## src/hdl/tlc_pkg.sv

```systemverilog
// Shared types and codes for the threshold leader clustering block.
// No dependencies; imported by tlc_cell and threshold_leader_clustering_top.
package tlc_pkg;

    localparam int VALUE_W  = 16;
    localparam int COUNT_W  = 32;
    localparam int CCOUNT_W = 5;

    typedef enum logic [2:0] {
        ST_NEW     = 3'd0,
        ST_MATCH   = 3'd1,
        ST_NOCONV  = 3'd2,
        ST_FULL    = 3'd3,
        ST_IGNORED = 3'd4
    } status_t;

    typedef enum logic [1:0] {
        S_IDLE,
        S_CMP,
        S_UPD,
        S_DUMP
    } state_t;

    localparam logic KIND_STATUS = 1'b0;
    localparam logic KIND_ENTRY  = 1'b1;

    // register select bit of paddr
    localparam logic ADDR_THRESHOLD = 1'b0;

    typedef struct packed {
        logic cmp_en;
        logic inc_en;
        logic load_en;
        logic shift_en;
    } cell_ctrl_t;

endpackage

```

## src/hdl/tlc_cell.sv

```systemverilog
// One table cell: holds a representative and its member count, compares the
// sample against it and shifts toward cell 0 during the dump. Uses tlc_pkg.
module tlc_cell
    import tlc_pkg::*;
#(
    parameter int INDEX = 0,
    parameter int UW    = 5
)
(
    input  logic                      clk,
    input  cell_ctrl_t                ctrl,
    input  logic [UW-1:0]             used,
    input  logic signed [VALUE_W-1:0] sample,
    input  logic [VALUE_W-1:0]        threshold,
    input  logic signed [VALUE_W-1:0] next_value,
    input  logic [COUNT_W-1:0]        next_count,
    output logic signed [VALUE_W-1:0] value,
    output logic [COUNT_W-1:0]        count,
    output logic                      match
);

    logic signed [VALUE_W-1:0] value_reg, value_next;
    logic [COUNT_W-1:0]        count_reg, count_next;
    logic                      match_reg, match_next;
    logic signed [VALUE_W:0]   diff;
    logic [VALUE_W:0]          mag;
    logic                      occupied;
    logic                      slot_here;

    assign occupied  = used > UW'(INDEX);
    assign slot_here = used == UW'(INDEX);

    assign diff = {value_reg[VALUE_W-1], value_reg} - {sample[VALUE_W-1], sample};
    assign mag  = diff[VALUE_W] ? -diff : diff;

    always_comb
    begin
        value_next = value_reg;
        count_next = count_reg;
        match_next = match_reg;
        if (ctrl.cmp_en)
        begin
            match_next = occupied && (mag < {1'b0, threshold});
        end
        if (ctrl.shift_en)
        begin
            value_next = next_value;
            count_next = next_count;
        end
        else if (ctrl.load_en && slot_here)
        begin
            value_next = sample;
            count_next = COUNT_W'(1);
        end
        else if (ctrl.inc_en && match_reg && (count_reg != '1))
        begin
            count_next = count_reg + COUNT_W'(1);
        end
    end

    always_ff @(posedge clk)
    begin
        value_reg <= value_next;
        count_reg <= count_next;
        match_reg <= match_next;
    end

    assign value = value_reg;
    assign count = count_reg;
    assign match = match_reg;

endmodule

```

## src/hdl/threshold_leader_clustering_top.sv

```systemverilog
// Top level of the threshold leader clustering block: APB threshold register,
// control sequencer, output register and the chain of tlc_cell instances.
// Depends on tlc_pkg and tlc_cell.
//
// Usage:
//   Samples arrive on s_axis (opinion in tdata, end of run on tlast). Results
//   leave on m_axis: tuser is the kind (sample status or table entry), tlast
//   marks the final result of a run. match_threshold is written over APB at
//   byte address 0 while the block is idle.
//   Each sample passes through accept, parallel compare in every cell
//   (registered match flags), then decode of the match vector, count update,
//   append and status word; the next sample is taken only back in idle.
//   The status word is registered when the output register is free. On the
//   last sample of a converged run the table is shifted out of cell 0, one
//   entry word per cycle while the receiver does not stall.
//   When the receiver stalls, the output register holds its word and the
//   sequencer waits; a new sample is still taken while a word is pending.
//   Reset empties the table, clears the not-converged flag and the
//   threshold; no clearing pass is needed.
module threshold_leader_clustering_top
    import tlc_pkg::*;
#(
    parameter int TABLE_DEPTH = 16
)
(
    input  logic        clk,
    input  logic        rst_n,
    // APB configuration
    input  logic        psel,
    input  logic        penable,
    input  logic        pwrite,
    input  logic [2:0]  paddr,
    input  logic [31:0] pwdata,
    output logic [31:0] prdata,
    output logic        pready,
    // sample stream
    input  logic        s_axis_tvalid,
    output logic        s_axis_tready,
    input  logic [15:0] s_axis_tdata,   // [15:0] opinion
    input  logic        s_axis_tlast,   // last_sample
    // result stream
    output logic        m_axis_tvalid,
    input  logic        m_axis_tready,
    // [2:0] status, [7:3] cluster_count, [23:8] entry_value, [55:24] entry_count
    output logic [55:0] m_axis_tdata,
    output logic [0:0]  m_axis_tuser,   // [0] kind
    output logic        m_axis_tlast    // last
);

    localparam int UW = $clog2(TABLE_DEPTH + 1);

    state_t state_reg, state_next;

    logic [VALUE_W-1:0]        threshold_reg;
    logic signed [VALUE_W-1:0] sample_reg;
    logic                      last_reg;
    logic [UW-1:0]             used_reg, used_next, used_after;
    logic                      nc_reg, nc_next, nc_after;
    logic [UW-1:0]             dump_left_reg, dump_left_next;
    logic [UW-1:0]             dump_total_reg, dump_total_next;

    logic                      out_valid_reg, out_valid_next;
    logic                      out_kind_reg, out_kind_next;
    status_t                   out_status_reg, out_status_next;
    logic [CCOUNT_W-1:0]       out_ccount_reg, out_ccount_next;
    logic signed [VALUE_W-1:0] out_value_reg, out_value_next;
    logic [COUNT_W-1:0]        out_count_reg, out_count_next;
    logic                      out_last_reg, out_last_next;

    logic                      out_free;
    logic                      upd_fire;
    logic                      dump_fire;
    logic                      do_dump;
    logic                      none_match;
    logic                      many_match;
    status_t                   status_now;
    cell_ctrl_t                ctrl;
    logic                      cfg_write;

    logic signed [VALUE_W-1:0] cell_value [TABLE_DEPTH];
    logic [COUNT_W-1:0]        cell_count [TABLE_DEPTH];
    logic [TABLE_DEPTH-1:0]    match_vec;

    // ---------------- configuration ----------------
    assign pready    = 1'b1;
    assign cfg_write = psel && penable && pwrite && pready;
    assign prdata    = (paddr[2] == ADDR_THRESHOLD) ? {16'b0, threshold_reg} : 32'b0;

    always_ff @(posedge clk or negedge rst_n)
    begin
        if (!rst_n)
        begin
            threshold_reg <= '0;
        end
        else if (cfg_write && (paddr[2] == ADDR_THRESHOLD))
        begin
            threshold_reg <= pwdata[VALUE_W-1:0];
        end
    end

    // ---------------- cell chain ----------------
    genvar gi;
    generate
        for (gi = 0; gi < TABLE_DEPTH; gi++)
        begin : g_cell
            logic signed [VALUE_W-1:0] nb_value;
            logic [COUNT_W-1:0]        nb_count;
            if (gi == TABLE_DEPTH - 1)
            begin : g_end
                assign nb_value = cell_value[gi];
                assign nb_count = cell_count[gi];
            end
            else
            begin : g_mid
                assign nb_value = cell_value[gi+1];
                assign nb_count = cell_count[gi+1];
            end
            tlc_cell #(
                .INDEX (gi),
                .UW    (UW)
            ) u_cell (
                .clk        (clk),
                .ctrl       (ctrl),
                .used       (used_reg),
                .sample     (sample_reg),
                .threshold  (threshold_reg),
                .next_value (nb_value),
                .next_count (nb_count),
                .value      (cell_value[gi]),
                .count      (cell_count[gi]),
                .match      (match_vec[gi])
            );
        end
    endgenerate

    // zero, one or several matches
    assign none_match = ~|match_vec;
    assign many_match = |(match_vec & (match_vec - TABLE_DEPTH'(1)));

    // ---------------- sequencer ----------------
    assign out_free  = !out_valid_reg || m_axis_tready;
    assign upd_fire  = (state_reg == S_UPD) && out_free;
    assign dump_fire = (state_reg == S_DUMP) && out_free;

    always_comb
    begin
        state_next = state_reg;
        case (state_reg)
            S_IDLE:
            begin
                if (s_axis_tvalid)
                begin
                    state_next = S_CMP;
                end
            end
            S_CMP:
            begin
                state_next = S_UPD;
            end
            S_UPD:
            begin
                if (out_free)
                begin
                    state_next = do_dump ? S_DUMP : S_IDLE;
                end
            end
            S_DUMP:
            begin
                if (out_free && (dump_left_reg == UW'(1)))
                begin
                    state_next = S_IDLE;
                end
            end
            default:
            begin
                state_next = S_IDLE;
            end
        endcase
    end

    always_comb
    begin
        s_axis_tready = (state_reg == S_IDLE);
        ctrl.cmp_en   = (state_reg == S_CMP);
        ctrl.inc_en   = upd_fire && !nc_reg;
        ctrl.load_en  = upd_fire && !nc_reg && none_match && (used_reg < UW'(TABLE_DEPTH));
        ctrl.shift_en = dump_fire;
    end

    always_comb
    begin
        if (nc_reg)
        begin
            status_now = ST_IGNORED;
        end
        else if (none_match)
        begin
            status_now = (used_reg < UW'(TABLE_DEPTH)) ? ST_NEW : ST_FULL;
        end
        else if (many_match)
        begin
            status_now = ST_NOCONV;
        end
        else
        begin
            status_now = ST_MATCH;
        end
        used_after = ctrl.load_en ? used_reg + UW'(1) : used_reg;
        nc_after   = nc_reg || (status_now == ST_NOCONV);
        do_dump    = last_reg && !nc_after && (used_after != '0);
    end

    always_comb
    begin
        used_next       = used_reg;
        nc_next         = nc_reg;
        dump_left_next  = dump_left_reg;
        dump_total_next = dump_total_reg;
        out_valid_next  = out_valid_reg && !m_axis_tready;
        out_kind_next   = out_kind_reg;
        out_status_next = out_status_reg;
        out_ccount_next = out_ccount_reg;
        out_value_next  = out_value_reg;
        out_count_next  = out_count_reg;
        out_last_next   = out_last_reg;
        if (upd_fire)
        begin
            // run ends: table is cleared, the dump works from the cells alone
            used_next       = last_reg ? '0 : used_after;
            nc_next         = last_reg ? 1'b0 : nc_after;
            dump_left_next  = used_after;
            dump_total_next = used_after;
            out_valid_next  = 1'b1;
            out_kind_next   = KIND_STATUS;
            out_status_next = status_now;
            out_ccount_next = CCOUNT_W'(used_after);
            out_value_next  = '0;
            out_count_next  = '0;
            out_last_next   = last_reg && !do_dump;
        end
        else if (dump_fire)
        begin
            dump_left_next  = dump_left_reg - UW'(1);
            out_valid_next  = 1'b1;
            out_kind_next   = KIND_ENTRY;
            out_status_next = ST_NEW;
            out_ccount_next = CCOUNT_W'(dump_total_reg);
            out_value_next  = cell_value[0];
            out_count_next  = cell_count[0];
            out_last_next   = (dump_left_reg == UW'(1));
        end
    end

    always_ff @(posedge clk or negedge rst_n)
    begin
        if (!rst_n)
        begin
            state_reg     <= S_IDLE;
            used_reg      <= '0;
            nc_reg        <= 1'b0;
            dump_left_reg <= '0;
            out_valid_reg <= 1'b0;
        end
        else
        begin
            state_reg     <= state_next;
            used_reg      <= used_next;
            nc_reg        <= nc_next;
            dump_left_reg <= dump_left_next;
            out_valid_reg <= out_valid_next;
        end
    end

    always_ff @(posedge clk)
    begin
        if (s_axis_tvalid && s_axis_tready)
        begin
            sample_reg <= s_axis_tdata;
            last_reg   <= s_axis_tlast;
        end
        dump_total_reg <= dump_total_next;
        out_kind_reg   <= out_kind_next;
        out_status_reg <= out_status_next;
        out_ccount_reg <= out_ccount_next;
        out_value_reg  <= out_value_next;
        out_count_reg  <= out_count_next;
        out_last_reg   <= out_last_next;
    end

    assign m_axis_tvalid = out_valid_reg;
    assign m_axis_tdata  = {out_count_reg, out_value_reg, out_ccount_reg, out_status_reg};
    assign m_axis_tuser  = out_kind_reg;
    assign m_axis_tlast  = out_last_reg;

`ifndef ASSERT_OFF
    a_used_bound: assert property (@(posedge clk) disable iff (!rst_n)
        used_reg <= UW'(TABLE_DEPTH))
        else $error("table fill beyond depth");

    a_dump_nonempty: assert property (@(posedge clk) disable iff (!rst_n)
        (state_reg == S_DUMP) |-> (dump_left_reg != '0))
        else $error("dump with no entries left");

    a_dump_cleared: assert property (@(posedge clk) disable iff (!rst_n)
        (state_reg == S_DUMP) |-> ((used_reg == '0) && !nc_reg))
        else $error("run state not cleared during dump");

    a_nc_source: assert property (@(posedge clk) disable iff (!rst_n)
        $rose(nc_reg) |-> ($past(state_reg) == S_UPD))
        else $error("not-converged set outside update");
`endif

endmodule

```

## config.mk

```make
export PLATFORM = sky130hd
export DESIGN_NAME = threshold_leader_clustering_top
export DESIGN_NICKNAME = d
export VERILOG_FILES = /design/src/hdl/tlc_pkg.sv /design/src/hdl/tlc_cell.sv /design/src/hdl/threshold_leader_clustering_top.sv
export SDC_FILE = /design/constraint.sdc
export NUM_CORES = 2
export LEC_CHECK = 0
export ABC_AREA = 1
export BUFFER_PORTS_ARGS = -buffer_cell sky130_fd_sc_hd__buf_4
export CORE_MARGIN = 5
export CORE_UTILIZATION = 35
export CTS_BUF_LIST = sky130_fd_sc_hd__clkbuf_8
export DETAILED_ROUTE_END_ITERATION = 12
export HOLD_SLACK_MARGIN = 0.02
export PLACE_DENSITY = 0.58
export SLEW_MARGIN = 20
export SYNTH_ARGS = -nofsm -noshare
export SYNTH_HDL_FRONTEND = slang
export SYNTH_SLANG_ARGS = --single-unit
```

## constraint.sdc

```tcl
create_clock -name clk -period 5.6 [get_ports clk]
set_clock_uncertainty 0.05 [all_clocks]
set_input_delay 1.68 -clock clk [delete_from_list [all_inputs] [get_ports clk]]
set_output_delay 1.68 -clock clk [all_outputs]
set_load 0.005 [all_outputs]
```

; Yosys cells after proc, flatten, opt, wreduce, memory -nomap -nowiden
; Index checks and enable logic that the tools add are counted.
[op_classes]
add_sub_neg = 51
order_cmp = 33
n_eq_ne = 39
n_mux = 115
bitwise_logic = 3
reduce_logical = 126
[op_table]
columns = cell, count
row1 = two-way mux 32 bit, 46
row2 = "adder 32 x 1 -> 32 bit, second input constant", 16
row3 = "!= test 32 bit, second input constant", 16
row4 = two-way mux 16 bit, 31
row5 = less-than comparator 17 x 16 -> 1 bit, 16
row6 = two-way mux 17 bit, 16
row7 = negator 17 bit, 16
row8 = subtractor 16 x 16 -> 17 bit, 16
row9 = logical AND 1 bit, 78
row10 = nonzero test 3 bit, 15
row11 = "equality test 5 x 4 -> 1 bit, second input constant", 8
row12 = "greater-than comparator 5 x 4 -> 1 bit, second input constant", 8
row13 = nonzero test 2 bit, 17
row14 = OR reduction 16 bit, 2
row15 = two-way mux 5 bit, 6
row16 = "equality test 5 x 3 -> 1 bit, second input constant", 4
row17 = "greater-than comparator 5 x 3 -> 1 bit, second input constant", 4
row18 = AND 16 bit, 1
row19 = "subtractor 16 x 1 -> 16 bit, second input constant", 1
row20 = two-way mux 2 bit, 7
row21 = "equality test 5 x 1 -> 1 bit, second input constant", 2
row22 = "equality test 5 x 2 -> 1 bit, second input constant", 2
row23 = "greater-than comparator 5 x 1 -> 1 bit, second input constant", 2
row24 = "greater-than comparator 5 x 2 -> 1 bit, second input constant", 2
row25 = other kinds (19), 35
[totals]
ff_bits = 894
in_bits = 59
out_inout_bits = 93

; Depth between registers and ports, before layout
[logic_depth]
depth_word = 14
mapped_depth = 29
ltp_nobuf = 29

; Modules after synthesis
; From an unflattened synthesis, not the netlist that was laid out.
[hier_totals]
hier_cells = 12033
area_unflattened_um2 = 82763.1
[modules_own_cells]
columns = module, instances, cells_each, area_each_um2, seq_area_each_um2
row1 = tlc_cell at g_cell[4].u_cell, 1, 752, 5027.3, 1471.4
row2 = tlc_cell at g_cell[7].u_cell, 1, 720, 4926.0, 1471.4
row3 = tlc_cell at g_cell[0].u_cell, 1, 721, 4914.7, 1471.4
row4 = tlc_cell at g_cell[14].u_cell, 1, 706, 4908.5, 1471.4
row5 = tlc_cell at g_cell[2].u_cell, 1, 732, 4903.5, 1471.4
row6 = tlc_cell at g_cell[1].u_cell, 1, 739, 4893.4, 1471.4
row7 = tlc_cell at g_cell[15].u_cell, 1, 716, 4889.7, 1471.4
row8 = tlc_cell at g_cell[8].u_cell, 1, 715, 4887.2, 1471.4
row9 = tlc_cell at g_cell[12].u_cell, 1, 712, 4875.9, 1471.4
row10 = tlc_cell at g_cell[11].u_cell, 1, 716, 4873.4, 1471.4
row11 = tlc_cell at g_cell[10].u_cell, 1, 713, 4857.2, 1471.4
row12 = tlc_cell at g_cell[9].u_cell, 1, 729, 4855.9, 1471.4
row13 = tlc_cell at g_cell[3].u_cell, 1, 720, 4828.4, 1471.4
row14 = tlc_cell at g_cell[13].u_cell, 1, 710, 4827.1, 1471.4
row15 = +3 rows, n/a, n/a, n/a, n/a

; Worst setup path after synthesis
; OpenSTA, ideal clock, no wires.
[synth_timing]
kind = input -> register
start = input port m_axis_tready
end = register g_cell[2].u_cell.count_reg[0] (enable)
setup_time_ps = 466
arrival_time_ps = 4757
t_required_ps = 5084
setup_slack_ps = 328
stages = 7
path_buffers = 1
cell_sequence = nor2_2 nor2_4 nand2_4 inv_2 buf_1 nand2_1 o21ai_0
[synth_between]
elab_chain_len = 7
[synth_lines]
columns = element, line
row1 = "start, declared", threshold_leader_clustering_top.sv:43  ; input logic m_axis_tready,
row2 = logical OR 1 bit *, threshold_leader_clustering_top.sv:141  ; assign out_free = !out_valid_reg || m_axis_tready;
row3 = logical AND 1 bit, threshold_leader_clustering_top.sv:142  ; assign upd_fire = (state_reg == S_UPD) && out_free;
row4 = logical AND 1 bit, "threshold_leader_clustering_top.sv:185, threshold_leader_clustering_top.sv:186"
row5 = logical AND 1 bit (2 in series), threshold_leader_clustering_top.sv:186  ; ctrl.load_en = upd_fire && !nc_reg && none_match && (used_reg < UW'(TABLE_DEPTH));
row6 = logical AND 1 bit, tlc_cell.sv:50  ; else if (ctrl.load_en && slot_here)
row7 = nonzero test 3 bit (no line) *, n/a
row8 = "end signal, assigned", tlc_cell.sv:64  ; count_reg <= count_next;
row9 = "end, declared", tlc_cell.sv:23  ; logic [COUNT_W-1:0] count_reg, count_next;
; Every way passes the cells marked *; elsewhere a longest branch is shown, timed or not.
; A chain may end at the register's enable or synchronous reset.

; Final worst setup path
[layout_timing]
start = register sample_reg[0]
end = register g_cell[6].u_cell.match_reg, data pin
[layout_between]
elab_chain_len = 5
[layout_lines]
columns = element, line
row1 = "start, declared", threshold_leader_clustering_top.sv:55  ; logic signed [VALUE_W-1:0] sample_reg;
row2 = "start signal, assigned", threshold_leader_clustering_top.sv:278  ; sample_reg <= s_axis_tdata;
row3 = subtractor 16 x 16 -> 17 bit *, tlc_cell.sv:33  ; assign diff = {value_reg[VALUE_W-1], value_reg} - {sample[VALUE_W-1], sample};
row4 = negator 17 bit, tlc_cell.sv:34  ; assign mag = diff[VALUE_W] ? -diff : diff;
row5 = two-way mux 17 bit *, tlc_cell.sv:34
row6 = less-than comparator 17 x 16 -> 1 bit *, tlc_cell.sv:43  ; match_next = occupied && (mag < {1'b0, threshold});
row7 = logical AND 1 bit *, tlc_cell.sv:43
row8 = "end signal, assigned", tlc_cell.sv:65  ; match_reg <= match_next;
row9 = "end, declared", tlc_cell.sv:24  ; logic match_reg, match_next;
; Marked as above.

==> metrics.md <==
| Metric | Value |
|---|---|
| Min cycle time layout | `5.03 ns` |
| Post-Syn Instances | `about 9700` |
| Routed Antenna Nets | `0` |
| GRT overflow | `0` |
| Worst Path Arrival | `between 5 and 6 ns` |
| Worst-skew pair later-pin latency | `0.91 ns` |
| WL final | `around 230000 um` |
| Area grow syn2layout | `10.1%` |
| Setup Buffers After CTS | `0` |
| CP bufs+invs | `4` |
| Post-synth EDFFs | `about 820` |
| Status | `completed` |
| FF-to-FF Start | `sample_reg[0]` |
| Reg2Reg Setup Slack | `0.57 ns` |
| Hold Crit Start | `sample_reg[11]` |
| Area of the die | `217000 um2` |
| Vias in the first global route | `about 64000` |
| WP data required | `6.19 ns` |
| #FFs+latches synth | `894` |
| Worst vdd ir | `0.000312 V` |
| Die W | `465 um` |
| Fin crit share | `0.898` |
| Final setup fails | `0` |
| Initial antenna violation count | `5` |
| # resized after CTS | `0` |
| Clock Sinks | `894` |
| Critical path origin | `sample_reg[0]` |
| CP peak stage delay | `0.78 ns` |
| Drc violations | `0` |
| Final nets | `10500` |
| Maximum clock rate | `0.199 GHz` |
| Main flop type after synthesis | `edfxtp_1` |
| TNS Setup | `0 ns` |
| DRT iter0 DRCs | `approximately 5100` |
| HP Class | `register to register` |
| Inserted Clock Buffers | `159` |
| Io pins | `152` |
| Setup crit end kind | `register` |
| CTS tree | `yes` |
| CP max FO | `16` |
| WHS Path Cells | `0` |
| Mean Syn Cell Area | `approximately 7.5 um2` |
| Rows | `around 170` |
| Critical path launch point type | `register` |
| IO buf count | `around 120` |
| Placer congestion estimate | `~0.94` |
| Largest net degree at the start of global routing | `186` |
| RR Endpoint | `g_cell[6].u_cell.match` |
| Power per Cell Area | `608 nW/um2` |
| First-pass GRT wire length | `roughly 360000 um` |
| RSZ-0062 raised after global routing | `no` |
| Hold slack | `0.399 ns` |
| Final hold violations | `0` |
| Via-per-instance ratio | `5.18` |
| Crit path to | `g_cell[6].u_cell.match` |
| CP Depth | `27` |
| Max-Cap Viols | `0` |
| Crit path kind | `register to register` |
| Reg clk slew, reported paths | `about 0.070 ns` |
| Die Y | `465 um` |
| Measured slew at the worst slew-check pin | `1.23 ns` |
| Max clock buf depth | `3` |
| Post-DP HPWL | `175000 um` |
| Core box area | `207000 um2` |
| Clk root buf | `clkbuf_8` |
| FFs w/ async S/R, synth | `0.0336` |
| Synthesized cell area | `72600 um2` |
| FF-to-FF path depth | `27` |
| Synth cell types | `67` |
| Layout cells sized above 1 | `0.0581` |
| TritonRoute pass-1 iters | `8` |
| Final slew viol count | `0` |
| Lkg Pwr | `36.6 nW` |
| Fillers | `21300` |
| Total GRT Usage | `0.208` |
| Slew HR | `0.177` |
| Post-cts hold buffer count | `0` |
| H-tree depth | `4` |
| Ys Warns | `0` |
| CP most frequent cell | `nand2_1` |
| Initial Util | `0.351` |
| Sequential-to-total area share from yosys stat | `0.361` |
| Largest register FFs | `512` |
| CP top delay family | `simple AND/OR/NAND/NOR gates` |
| Post-DR wirelength/cell | `18.4 um` |
| Slowest CP cell | `edfxtp_1` |
| Vias | `~66000` |
[metal layers]
layer  global-route usage  vias up  part of all wire
li1                     -    32800                 -
met1                0.270    30800              0.44
met2                0.346     1831              0.46
met3               0.0319      455             0.059
met4               0.0873        2             0.046
met5                    0        -          0.000056
[worst reg2reg max path: cells and delay by family (launching register included)]
| kind | cells | cell delay, ns |
|---|---|---|
| simple gates | 14 | 1.47 |
| fa+ha+maj | 3 | 0.89 |
| buf+inv | 4 | 0.84 |
| flops | 1 | 0.78 |
| compound gates | 5 | 0.59 |
| xor+xnor | 1 | 0.16 |
[layout make-up]
type / count / area, um2 / area share
multi-input combinational: 7278 / 40600 / 0.508
antenna: 3 / 7.51 / 0.0000939
clock buffer: 166 / 2280 / 0.0286
sequential: 894 / 26200 / 0.328
timing repair buffer: 244 / 1960 / 0.0245
clock inverter: 111 / 586 / 0.00733
tap: 2704 / 3380 / 0.0423
inverter: 1307 / 4910 / 0.0615
[where the power goes]
part           total (W)  switching (W)  internal [W]
combinational     0.0283         0.0186       0.00973
clock            0.00577        0.00292       0.00285
sequential        0.0145        0.00257        0.0120
total             0.0486         0.0241        0.0245
[layout by cell type, fill, tap and decap left out, types with 12 or more instances in the layout]
| cell type | n |
|---|---|
| a211oi_1 | 19 |
| a21o_1 | 21 |
| a21oi_1 | 392 |
| a22o_1 | 33 |
| buf_4 | 233 |
| clkbuf_8 | 166 |
| clkinv_1 | 31 |
| conb_1 | 17 |
| dfrtp_1 | 30 |
| dfxtp_1 | 49 |
| edfxtp_1 | 815 |
| fa_1 | 16 |
| ha_1 | 535 |
| inv_1 | 1343 |
| inv_2 | 20 |
| nand2_1 | 2742 |
| nand2_2 | 20 |
| nand3_1 | 572 |
| nand3b_1 | 66 |
| nand4_1 | 179 |
| nor2_1 | 772 |
| nor2_2 | 21 |
| nor3_1 | 264 |
| nor3_2 | 25 |
| nor4_1 | 103 |
| o21a_1 | 17 |
| o21ai_0 | 365 |
| o21ai_1 | 18 |
| o21ai_2 | 13 |
| o21bai_1 | 22 |
| o22ai_1 | 276 |
| o31ai_1 | 12 |
| xnor2_1 | 84 |
| xor2_1 | 564 |
[Yosys cell counts, types with 84 or more instances]
library cell  count  share of area
nand2_1        2743           0.14
inv_1          1286          0.067
edfxtp_1        815           0.34
nor2_1          775          0.040
nand3_1         572          0.039
xor2_1          564          0.068
ha_1            535          0.092
a21oi_1         392          0.027
o21ai_0         370          0.026
o22ai_1         276          0.024
nor3_1          265          0.018
nand4_1         179          0.015
nor4_1          103         0.0089
xnor2_1          84          0.010
[stage by stage]
stage	std cells	util	cell area, um2	setup WS, ns	power (W)
detailed placement	12400	0.373	77000	0.578	0.0426
CTS	12700	0.387	79900	0.550	0.0487
global placement	12400	0.373	77000	0.557	0.0419
floorplan	9673	-	72600	0.328	0.0348
finish	12700	0.387	79900	0.572	0.0486
global route	12700	0.387	79900	0.122	0.0534
[cells by family (layout without fill, tap and decap cells)]
family / after synthesis / count (layout) / share of synthesized area
xor gates and xnor gates: 648 / 648 / 0.0782
and+or+nand+nor: 4820 / 4820 / 0.285
adders and majority gates: 551 / 551 / 0.0966
AOI/OAI and AO/OA: 1242 / 1242 / 0.0980
buffers and inverters: 1501 / 1828 / 0.0813
DFF: 894 / 894 / 0.361
other: 2 / 20 / 0.000103
[worst min-delay path by stage]
stage                             endpoint  slack (ns)
2_1_floorplan  g_cell[15].u_cell.value[10]        0.40
3_3_place_gp             out_count_reg[19]        0.40
3_5_place_dp             out_count_reg[10]        0.40
4_1_cts        g_cell[15].u_cell.value[11]        0.40
5_1_grt        g_cell[15].u_cell.value[11]        0.42
6_report       g_cell[15].u_cell.value[11]        0.40
No activity file was read; power rests on OpenSTA's default activity.
